### src/design/uue_pkg.sv
// ----------------------------------------------------------------------------
// uue_pkg
// shared types, constants and helper functions of the uri percent encoder
// ----------------------------------------------------------------------------
package uue_pkg;

    localparam int UNIT_W = 16;
    localparam int MASK_W = 5;
    localparam int CP_W   = 21;
    localparam int OCT_W  = 8;
    localparam int N_OCT  = 4;
    localparam int QDEPTH = 4;
    localparam int QPTR_W = $clog2(QDEPTH);

    localparam logic [MASK_W-1:0] MASK_RESET = 5'd13;

    // character class bits
    localparam logic [MASK_W-1:0] CLS_ALPHA    = 5'b00001;
    localparam logic [MASK_W-1:0] CLS_RESERVED = 5'b00010;
    localparam logic [MASK_W-1:0] CLS_MARK     = 5'b00100;
    localparam logic [MASK_W-1:0] CLS_DIGIT    = 5'b01000;
    localparam logic [MASK_W-1:0] CLS_HASH     = 5'b10000;

    localparam logic [UNIT_W-1:0] PCT_CHAR = 16'h0025;

    typedef enum logic [1:0] {
        CMD_PASS,
        CMD_ERR,
        CMD_ENC
    } cmd_kind_t;

    // one queued command: what the back end must emit for one item
    typedef struct packed {
        cmd_kind_t       kind;
        logic [CP_W-1:0] value;     // passthrough unit or code point
        logic [1:0]      last_oct;  // number of utf-8 octets minus one
        logic            eos;
    } cmd_t;

    function automatic logic [MASK_W-1:0] char_class(input logic [6:0] c);
        logic [MASK_W-1:0] k;
        k = '0;
        if ((c >= 7'h41 && c <= 7'h5A) || (c >= 7'h61 && c <= 7'h7A))
            k = k | CLS_ALPHA;
        if (c >= 7'h30 && c <= 7'h39)
            k = k | CLS_DIGIT;
        if (c == 7'h23)
            k = k | CLS_HASH;
        case (c) inside
            7'h3B, 7'h2F, 7'h3F, 7'h3A, 7'h40, 7'h26, 7'h3D, 7'h2B, 7'h24, 7'h2C:
                k = k | CLS_RESERVED;
            7'h2D, 7'h5F, 7'h2E, 7'h21, 7'h7E, 7'h2A, 7'h27, 7'h28, 7'h29:
                k = k | CLS_MARK;
            default:
                k = k;
        endcase
        return k;
    endfunction

    // uppercase ascii hex digit of a nibble
    function automatic logic [UNIT_W-1:0] hex_digit(input logic [3:0] n);
        logic [UNIT_W-1:0] d;
        if (n < 4'd10)
            d = 16'h0030 + {12'd0, n};
        else
            d = 16'h0037 + {12'd0, n};
        return d;
    endfunction

endpackage

### src/design/uue_if.sv
// ----------------------------------------------------------------------------
// uue channel interfaces
// valid/ready channels for code units, output characters and configuration
// ----------------------------------------------------------------------------
interface uue_in_if;
    logic        valid;
    logic        ready;
    logic [15:0] code_unit;
    logic        end_of_string;

    modport source (output valid, code_unit, end_of_string, input ready);
    modport sink   (input valid, code_unit, end_of_string, output ready);
endinterface

interface uue_out_if;
    logic        valid;
    logic        ready;
    logic [15:0] out_char;
    logic        encode_error;
    logic        last_of_item;
    logic        string_done;

    modport source (output valid, out_char, encode_error, last_of_item, string_done,
                    input ready);
    modport sink   (input valid, out_char, encode_error, last_of_item, string_done,
                    output ready);
endinterface

interface uue_cfg_if;
    logic       valid;
    logic       ready;
    logic [4:0] unescaped_class_mask;

    modport source (output valid, unescaped_class_mask, input ready);
    modport sink   (input valid, unescaped_class_mask, output ready);
endinterface

### src/design/uue_queue.sv
// ----------------------------------------------------------------------------
// uue_queue
// small command fifo between classifier and emitter
// ----------------------------------------------------------------------------
module uue_queue (
    input  logic          clk,
    input  logic          rst_n,
    input  logic          push,
    input  uue_pkg::cmd_t wdata,
    output logic          full,
    input  logic          pop,
    output uue_pkg::cmd_t rdata,
    output logic          empty
);
    import uue_pkg::*;

    cmd_t              mem_reg [QDEPTH];
    logic [QPTR_W-1:0] wptr_reg;
    logic [QPTR_W-1:0] rptr_reg;
    logic [QPTR_W:0]   count_reg;
    logic [QPTR_W:0]   count_next;

    assign full  = (count_reg == (QPTR_W+1)'(QDEPTH));
    assign empty = (count_reg == '0);
    assign rdata = mem_reg[rptr_reg];

    always_comb
    begin
        count_next = count_reg;
        if (push && !pop)
            count_next = count_reg + 1'b1;
        else if (pop && !push)
            count_next = count_reg - 1'b1;
    end

    always_ff @(posedge clk or negedge rst_n)
    begin
        if (!rst_n)
        begin
            wptr_reg  <= '0;
            rptr_reg  <= '0;
            count_reg <= '0;
        end
        else
        begin
            if (push)
                wptr_reg <= wptr_reg + 1'b1;
            if (pop)
                rptr_reg <= rptr_reg + 1'b1;
            count_reg <= count_next;
        end
    end

    always_ff @(posedge clk)
    begin
        if (push)
            mem_reg[wptr_reg] <= wdata;
    end

endmodule

### src/design/uue_front.sv
// ----------------------------------------------------------------------------
// uue_front
// accepts code units, tracks surrogate and failure state, queues commands
// ----------------------------------------------------------------------------
module uue_front (
    input  logic                       clk,
    input  logic                       rst_n,
    input  logic [uue_pkg::MASK_W-1:0] mask,
    uue_in_if.sink                     units,
    input  logic                       q_full,
    output logic                       push,
    output uue_pkg::cmd_t              cmd
);
    import uue_pkg::*;

    logic [9:0] held_reg;
    logic [9:0] held_next;
    logic       pending_reg;
    logic       pending_next;
    logic       failed_reg;
    logic       failed_next;

    logic              accept;
    logic              emit;
    logic              err;
    logic              is_low;
    logic              is_high;
    logic              pass;
    logic [UNIT_W-1:0] c;
    logic              e;

    assign c       = units.code_unit;
    assign e       = units.end_of_string;
    assign is_low  = (c[15:10] == 6'b110111);
    assign is_high = (c[15:10] == 6'b110110);
    assign pass    = (c[15:7] == '0) && ((char_class(c[6:0]) & mask) != '0);

    assign units.ready = !q_full;
    assign accept      = units.valid && !q_full;
    assign push        = accept && emit;

    always_comb
    begin
        held_next    = held_reg;
        pending_next = pending_reg;
        failed_next  = failed_reg;
        emit         = 1'b0;
        err          = 1'b0;
        cmd.kind     = CMD_ENC;
        cmd.value    = {5'd0, c};
        cmd.eos      = e;
        if (c <= 16'h007F)
            cmd.last_oct = 2'd0;
        else if (c <= 16'h07FF)
            cmd.last_oct = 2'd1;
        else
            cmd.last_oct = 2'd2;

        if (failed_reg)
        begin
            // drop the rest of a broken string
            if (e)
                failed_next = 1'b0;
        end
        else if (pending_reg)
        begin
            pending_next = 1'b0;
            held_next    = '0;
            if (is_low)
            begin
                emit         = 1'b1;
                cmd.value    = {1'b0, held_reg, c[9:0]} + 21'h010000;
                cmd.last_oct = 2'd3;
            end
            else
                err = 1'b1;
        end
        else if (pass)
        begin
            emit     = 1'b1;
            cmd.kind = CMD_PASS;
        end
        else if (is_low)
            err = 1'b1;
        else if (is_high)
        begin
            if (e)
                err = 1'b1;
            else
            begin
                held_next    = c[9:0];
                pending_next = 1'b1;
            end
        end
        else
            emit = 1'b1;

        if (err)
        begin
            emit     = 1'b1;
            cmd.kind = CMD_ERR;
            if (!e)
                failed_next = 1'b1;
        end
    end

    always_ff @(posedge clk or negedge rst_n)
    begin
        if (!rst_n)
        begin
            held_reg    <= '0;
            pending_reg <= 1'b0;
            failed_reg  <= 1'b0;
        end
        else if (accept)
        begin
            held_reg    <= held_next;
            pending_reg <= pending_next;
            failed_reg  <= failed_next;
        end
    end

endmodule

### src/design/uue_back.sv
// ----------------------------------------------------------------------------
// uue_back
// expands queued commands into output characters, one beat per ready cycle
// ----------------------------------------------------------------------------
module uue_back (
    input  logic          clk,
    input  logic          rst_n,
    input  uue_pkg::cmd_t rdata,
    input  logic          empty,
    output logic          pop,
    uue_out_if.source     chars
);
    import uue_pkg::*;

    typedef enum logic [1:0] {
        PH_PCT,
        PH_HI,
        PH_LO
    } phase_t;

    logic                        busy_reg;
    cmd_kind_t                   kind_reg;
    logic [N_OCT-1:0][OCT_W-1:0] oct_reg;
    logic [UNIT_W-1:0]           char_reg;
    logic [1:0]                  last_oct_reg;
    logic [1:0]                  idx_reg;
    phase_t                      phase_reg;
    logic                        eos_reg;

    logic              ovalid_reg;
    logic [UNIT_W-1:0] ochar_reg;
    logic              oerr_reg;
    logic              olast_reg;
    logic              odone_reg;

    logic                        can_load;
    logic                        step;
    logic                        cur_last;
    logic [OCT_W-1:0]            cur_oct;
    logic [UNIT_W-1:0]           res_char;
    logic                        res_err;
    logic [N_OCT-1:0][OCT_W-1:0] new_oct;
    logic [CP_W-1:0]             v;

    assign v = rdata.value;

    // utf-8 octets of the head command, first octet in slot 0
    always_comb
    begin
        new_oct = '0;
        unique case (rdata.last_oct)
            2'd0:
                new_oct[0] = {1'b0, v[6:0]};
            2'd1:
            begin
                new_oct[0] = {3'b110, v[10:6]};
                new_oct[1] = {2'b10, v[5:0]};
            end
            2'd2:
            begin
                new_oct[0] = {4'b1110, v[15:12]};
                new_oct[1] = {2'b10, v[11:6]};
                new_oct[2] = {2'b10, v[5:0]};
            end
            default:
            begin
                new_oct[0] = {5'b11110, v[20:18]};
                new_oct[1] = {2'b10, v[17:12]};
                new_oct[2] = {2'b10, v[11:6]};
                new_oct[3] = {2'b10, v[5:0]};
            end
        endcase
    end

    assign cur_oct  = oct_reg[idx_reg];
    assign cur_last = (kind_reg != CMD_ENC) || ((idx_reg == last_oct_reg) && (phase_reg == PH_LO));
    assign can_load = !ovalid_reg || chars.ready;
    assign step     = busy_reg && can_load;
    assign pop      = !empty && (!busy_reg || (step && cur_last));

    always_comb
    begin
        res_err  = 1'b0;
        res_char = char_reg;
        unique case (kind_reg)
            CMD_PASS:
                res_char = char_reg;
            CMD_ERR:
            begin
                res_char = '0;
                res_err  = 1'b1;
            end
            CMD_ENC:
            begin
                unique case (phase_reg)
                    PH_PCT:  res_char = PCT_CHAR;
                    PH_HI:   res_char = hex_digit(cur_oct[7:4]);
                    default: res_char = hex_digit(cur_oct[3:0]);
                endcase
            end
            default:
                res_char = '0;
        endcase
    end

    assign chars.valid        = ovalid_reg;
    assign chars.out_char     = ochar_reg;
    assign chars.encode_error = oerr_reg;
    assign chars.last_of_item = olast_reg;
    assign chars.string_done  = odone_reg;

    always_ff @(posedge clk or negedge rst_n)
    begin
        if (!rst_n)
        begin
            busy_reg     <= 1'b0;
            idx_reg      <= '0;
            phase_reg    <= PH_PCT;
            ovalid_reg   <= 1'b0;
            kind_reg     <= CMD_PASS;
            oct_reg      <= '0;
            char_reg     <= '0;
            last_oct_reg <= '0;
            eos_reg      <= 1'b0;
            ochar_reg    <= '0;
            oerr_reg     <= 1'b0;
            olast_reg    <= 1'b0;
            odone_reg    <= 1'b0;
        end
        else
        begin
            if (step)
                ovalid_reg <= 1'b1;
            else if (chars.ready)
                ovalid_reg <= 1'b0;

            if (pop)
            begin
                busy_reg     <= 1'b1;
                idx_reg      <= '0;
                phase_reg    <= PH_PCT;
                kind_reg     <= rdata.kind;
                oct_reg      <= new_oct;
                char_reg     <= v[UNIT_W-1:0];
                last_oct_reg <= rdata.last_oct;
                eos_reg      <= rdata.eos;
            end
            else if (step)
            begin
                if (cur_last)
                    busy_reg <= 1'b0;
                else if (phase_reg == PH_LO)
                begin
                    phase_reg <= PH_PCT;
                    idx_reg   <= idx_reg + 1'b1;
                end
                else if (phase_reg == PH_PCT)
                    phase_reg <= PH_HI;
                else
                    phase_reg <= PH_LO;
            end

            if (step)
            begin
                ochar_reg <= res_char;
                oerr_reg  <= res_err;
                olast_reg <= cur_last;
                odone_reg <= cur_last && eos_reg;
            end
        end
    end

endmodule

### src/design/uri_utf8_percent_encoder_unit.sv
// ----------------------------------------------------------------------------
// uri_utf8_percent_encoder_unit
// percent encoder turning utf-16 code units into uri-safe characters
// ----------------------------------------------------------------------------
// usage
//   units: one utf-16 code unit per beat, end_of_string on the last unit
//   chars: one output character per beat; last_of_item closes the
//     characters of one unit, string_done closes the string
//   cfg: writes unescaped_class_mask, always ready; write only while idle
// timing
//   a unit is classified in the cycle it is accepted and queued; the
//   emitter pops it from the queue, loads it into its working registers
//   and then registers its first character in the output register
//   the emitter sends one character per cycle while the receiver is ready;
//   a unit yields 1 character (passthrough or error) or 3, 6, 9 or 12
//   (1 to 4 utf-8 octets); held high surrogates and dropped units yield none
//   the four-entry command queue lets units enter while characters drain
// reset and stall
//   reset empties the queue, clears surrogate and failure state and loads
//   the class mask with alpha, mark and digit
//   a stalled receiver holds the output register; once the queue is full,
//   units.ready drops until the emitter frees an entry
// ----------------------------------------------------------------------------
module uri_utf8_percent_encoder_unit (
    input  logic       clk,
    input  logic       rst_n,
    uue_in_if.sink     units,
    uue_out_if.source  chars,
    uue_cfg_if.sink    cfg
);
    import uue_pkg::*;

    logic [MASK_W-1:0] mask_reg;
    logic              q_push;
    logic              q_pop;
    logic              q_full;
    logic              q_empty;
    cmd_t              q_wdata;
    cmd_t              q_rdata;

    // configuration register, written in a single beat
    assign cfg.ready = 1'b1;

    always_ff @(posedge clk or negedge rst_n)
    begin
        if (!rst_n)
            mask_reg <= MASK_RESET;
        else if (cfg.valid)
            mask_reg <= cfg.unescaped_class_mask;
    end

    // front end: classification and surrogate tracking
    uue_front u_front (
        .clk    (clk),
        .rst_n  (rst_n),
        .mask   (mask_reg),
        .units  (units),
        .q_full (q_full),
        .push   (q_push),
        .cmd    (q_wdata)
    );

    // command queue decoupling both sides
    uue_queue u_queue (
        .clk   (clk),
        .rst_n (rst_n),
        .push  (q_push),
        .wdata (q_wdata),
        .full  (q_full),
        .pop   (q_pop),
        .rdata (q_rdata),
        .empty (q_empty)
    );

    // back end: character emission
    uue_back u_back (
        .clk   (clk),
        .rst_n (rst_n),
        .rdata (q_rdata),
        .empty (q_empty),
        .pop   (q_pop),
        .chars (chars)
    );

`ifndef ASSERT_OFF
    a_queue_sane: assert property (@(posedge clk) disable iff (!rst_n)
        !(q_full && q_empty))
        else $error("queue reports full and empty together");

    a_no_pop_empty: assert property (@(posedge clk) disable iff (!rst_n)
        q_pop |-> !q_empty)
        else $error("pop from empty command queue");

    a_error_beat: assert property (@(posedge clk) disable iff (!rst_n)
        (chars.valid && chars.encode_error) |-> (chars.last_of_item && chars.out_char == '0))
        else $error("error beat is not a lone zero character");

    a_done_is_last: assert property (@(posedge clk) disable iff (!rst_n)
        (chars.valid && chars.string_done) |-> chars.last_of_item)
        else $error("string closed before the last beat of its unit");
`endif

endmodule
### src/flat_wrapper.sv
// flat-port wrapper written by rule: the top's interface ports become plain ports
module uri_utf8_percent_encoder_unit_flat import uue_pkg::*;
  (clk, rst_n, units_valid, units_code_unit, units_end_of_string, units_ready, chars_valid, chars_out_char, chars_encode_error, chars_last_of_item, chars_string_done, chars_ready, cfg_valid, cfg_unescaped_class_mask, cfg_ready);
  uue_in_if units_i ();
  uue_out_if chars_i ();
  uue_cfg_if cfg_i ();
  input  logic clk;
  input  logic rst_n;
  input wire logic [$bits(units_i.valid)-1:0] units_valid;
  input wire logic [$bits(units_i.code_unit)-1:0] units_code_unit;
  input wire logic [$bits(units_i.end_of_string)-1:0] units_end_of_string;
  output wire logic [$bits(units_i.ready)-1:0] units_ready;
  output wire logic [$bits(chars_i.valid)-1:0] chars_valid;
  output wire logic [$bits(chars_i.out_char)-1:0] chars_out_char;
  output wire logic [$bits(chars_i.encode_error)-1:0] chars_encode_error;
  output wire logic [$bits(chars_i.last_of_item)-1:0] chars_last_of_item;
  output wire logic [$bits(chars_i.string_done)-1:0] chars_string_done;
  input wire logic [$bits(chars_i.ready)-1:0] chars_ready;
  input wire logic [$bits(cfg_i.valid)-1:0] cfg_valid;
  input wire logic [$bits(cfg_i.unescaped_class_mask)-1:0] cfg_unescaped_class_mask;
  output wire logic [$bits(cfg_i.ready)-1:0] cfg_ready;
  assign units_i.valid = units_valid;
  assign units_i.code_unit = units_code_unit;
  assign units_i.end_of_string = units_end_of_string;
  assign units_ready = units_i.ready;
  assign chars_valid = chars_i.valid;
  assign chars_out_char = chars_i.out_char;
  assign chars_encode_error = chars_i.encode_error;
  assign chars_last_of_item = chars_i.last_of_item;
  assign chars_string_done = chars_i.string_done;
  assign chars_i.ready = chars_ready;
  assign cfg_i.valid = cfg_valid;
  assign cfg_i.unescaped_class_mask = cfg_unescaped_class_mask;
  assign cfg_ready = cfg_i.ready;
  uri_utf8_percent_encoder_unit u_core (.clk(clk), .rst_n(rst_n), .units(units_i), .chars(chars_i), .cfg(cfg_i));
endmodule
### config.mk
export PLATFORM = sky130hd
export DESIGN_NAME = uri_utf8_percent_encoder_unit_flat
export DESIGN_NICKNAME = d
export VERILOG_FILES = /design/src/design/uue_pkg.sv /design/src/design/uue_if.sv /design/src/design/uue_queue.sv /design/src/design/uue_front.sv /design/src/design/uue_back.sv /design/src/design/uri_utf8_percent_encoder_unit.sv /design/src/flat_wrapper.sv
export SDC_FILE = /design/constraint.sdc
export NUM_CORES = 1
export LEC_CHECK = 0
export BUFFER_PORTS_ARGS = -buffer_cell sky130_fd_sc_hd__buf_4
export CAP_MARGIN = 20
export CORE_ASPECT_RATIO = 0.7
export CORE_MARGIN = 10
export CORE_UTILIZATION = 30
export DETAILED_ROUTE_END_ITERATION = 12
export HOLD_SLACK_MARGIN = 0.02
export PLACE_DENSITY_LB_ADDON = 0.05
export SYNTH_ARGS = -nofsm -noshare
export SYNTH_HDL_FRONTEND = slang
export SYNTH_SLANG_ARGS = --single-unit
### constraint.sdc
create_clock -name clk -period 2.9 [get_ports clk]
set_input_delay 0.29 -clock clk [delete_from_list [all_inputs] [get_ports clk]]
set_output_delay 0.29 -clock clk [all_outputs]
set_load 0.01 [all_outputs]
==> impl_metrics.ini <==
[global_routing]
grt_first_pass_wirelength_mm = 39.0
antenna_found_initial = 0
met3_usage = 0.0282
met1_usage = 0.208
track_usage = 0.138
grt_pass1_vias = 5942
met2_usage = 0.202
overflow = 0
grt_max_degree = 68
globalRoute.busiestLayer = met1

[drt]
vias = 5680
drt-total-wl_mm = 25.3
avgRoutedWirePerCell_um = 22.5
vias_per_cell = 5.07
drc = 0
dr.pass1.iters = 5
drt-initial-drc-count = 505
antenna_left = 0

[logic_synthesis]
syn-num-nets = 684
synthCells = 644
synth_edf_count = 104
yosys.area_share.adder = 0.0189
synth_compound_area_frac = 0.0928
yosysUniqueCellTypes = 63
netlist.area_leader.share = 0.346
yosysWarnings = 0
syn_avg_cell_area_um2 = 14.0
synth-async-reset-ratio = 0.485
synth_simple_gate_area_frac = 0.0824
synth_top_cell_by_area = edfxtp_1
synthTopCellsByArea = edfxtp_1 35%, dfrtp_1 26%, mux4_2 5.2%
synth_xor_area_frac = 0.0126
muxShareOfSynthArea = 0.141
ys_seq_area_frac = 0.618
synth_flop_cell = edfxtp_1
netlist_area_mm2 = 0.00902
synth_top_family_by_area = multiplexers
ys_ff_latch = 202

[timing]
fmax_ghz = 0.396
finalHoldViolations = 0
finalSetupViolCount = 0
fin_setup_tns_ns = 0
min_period_ns = 2.52
rsz0062_at_grt = false
slew_headroom = 0.476
fin_hold_ws_ns = 0.0548
skew_ns = 0.00923
finalMaxSlewViolations = 0
worstMarginPinSlew_ns = 0.785
finalCritPeriodShare = 0.870

[finish]
final_cells = 1121
final_common_cell = edfxtp_1
final-seq-area_mm2 = 0.00558
layout-drive-gt1-share = 0.248
final_cell_mix = 104 x edfxtp_1, 94 x dfrtp_1, 74 x buf_4
nets = 759
largest_reg_flops = 104
stdcell_area_mm2 = 0.0108
multi_input_area_mm2 = 0.00315
fillers = 2872
area_growth_pct = 19.2

[floorplanning]
die_area_mm2 = 0.0375
start_util = 0.302
design.core.area_mm2 = 0.0298
pin_count = 49
die_h_um = 165
num_rows = 53
die_w_um = 227

[power_and_ir_drop]
fin_total_pwr_mw = 11.7
p_clk_frac = 0.256
p_sw_frac = 0.355
p_per_area_mw_per_mm2 = 1090
p_seq_frac = 0.366
intPower_mw = 7.56
p_comb_frac = 0.377
peakVddDrop_mv = 0.381
power.switching_mw = 4.17
leakage_nw = 4.15

[setup_path]
r2r_slack_ns = 0.38
cp.required_ns = 3.30
critPathCaptureType = flop
cp_max_fo = 13
cp-start-kind = flop
r2r-end = u_core.u_back.oct_reg[2]
arrival_ns = 2.92
worstSetupPathType = reg -> reg
r2r_cells = 5
r2r-start = u_core.u_queue.rptr_reg[0]

[place]
dp.cells = 1069
hpwl_mm = 17.2
dpl_cell_area_mm2 = 0.00989
place_congestion = 0.769
portBuffers = 47

[cts]
holdBufCountCts = 10
cts_resized = 0
cts.sinks = 202
clockRootBuffer = clkbuf_16
clk_pin_slew_ns = 0.06
cts_max_path_buffers = 3
clkLatencyLatePin_ns = 0.51
cts_tree = done
h-tree-depth = 1
cts_buffers = 23
postCtsSetupRepairBufs = 0

[run_status]
status = finished, final reports clean

[flow_run]
maxCapViolations = 0

[min_path]
min_from = units_code_unit[5]
hold_path_end = u_core.u_queue.mem_reg[3][8]
hold_depth = 1
hp-class = in -> reg
-- worst max path at each step --
stage                                          start                           to  slack (ns)  depth (start not counted)
after global routing      u_core.u_queue.rptr_reg[0]    u_core.u_back.oct_reg[19]        0.22                          7
after CTS                 u_core.u_queue.rptr_reg[0]     u_core.u_back.oct_reg[2]        0.34                          5
after global placement    u_core.u_queue.rptr_reg[0]     u_core.u_back.oct_reg[2]        0.35                          5
final                     u_core.u_queue.rptr_reg[0]     u_core.u_back.oct_reg[2]        0.38                          5
after floorplan             u_core.u_back.idx_reg[1]  u_core.u_queue.count_reg[2]        0.26                         14
after detailed placement  u_core.u_queue.rptr_reg[0]     u_core.u_back.oct_reg[2]        0.36                          5
-- layer usage --
| metal | share of wire | vias to the layer above |
|---|---|---|
| li1 | - | 2590 |
| met1 | 0.51 | 2930 |
| met2 | 0.43 | 130 |
| met3 | 0.047 | 30 |
| met4 | 0.016 | 0 |
| met5 | 0 | - |
-- final cells by class --
class / instances / share of cell area
inverter: 17 / 0.00593
sequential: 202 / 0.519
multi-input combinational: 388 / 0.293
clock buffer: 31 / 0.0572
clock inverter: 10 / 0.0136
tap: 385 / 0.0448
antenna: 1 / 0.000233
timing repair buffer: 87 / 0.0666
-- synth_stat cells, types with 4 or more instances --
| cell type | count |
|---|---|
| edfxtp_1 | 104 |
| dfrtp_1 | 95 |
| nand2_1 | 60 |
| o21ai_0 | 53 |
| mux2_2 | 40 |
| nor2_1 | 28 |
| mux4_2 | 21 |
| nand3_1 | 19 |
| inv_1 | 16 |
| clkbuf_1 | 15 |
| a21oi_1 | 14 |
| a22oi_1 | 12 |
| ha_1 | 12 |
| a22o_1 | 11 |
| mux4_1 | 11 |
| buf_6 | 10 |
| xnor2_1 | 10 |
| nor3_1 | 8 |
| buf_2 | 7 |
| o31ai_1 | 7 |
| and2_1 | 6 |
| nand2b_1 | 5 |
| nor2b_1 | 5 |
| a222oi_1 | 4 |
| mux2i_1 | 4 |
| nor4_1 | 4 |
| o21a_1 | 4 |
-- cell families (layout without fill, tap and decap cells) --
family	Yosys count	after routing
other	1	2
AND/OR/NAND/NOR	154	154
XOR/XNOR	13	13
flip-flops	202	202
buffers and inverters	54	145
AO/OA/AOI/OAI	129	129
adder cells (fa/ha/maj)	13	13
multiplexers	78	78
-- per-stage QoR --
stage / utilization / setup WS [ns]
after CTS: 0.360 / 0.339
after global placement: 0.331 / 0.351
after floorplan: - / 0.265
after global routing: 0.360 / 0.223
final: 0.360 / 0.377
after detailed placement: 0.331 / 0.359
-- power by group through the flow --
stage	logic, mW	registers [mW]	clock network, mW
2_1_floorplan	2.90	4.23	0
3_3_place_gp	4.45	4.34	0
3_5_place_dp	4.46	4.36	0
4_1_cts	4.49	4.31	3.09
5_1_grt	4.87	4.39	3.21
6_report	4.43	4.30	3.01
-- worst max-delay path, stage by stage (launching register included) --
cell	delay [ns]
dfrtp_2	0.54
buf_4	0.32
mux4_1	0.73
a222oi_1	0.37
o21ai_0	0.16
mux2_2	0.28
(Power assumes the default switching activity.)
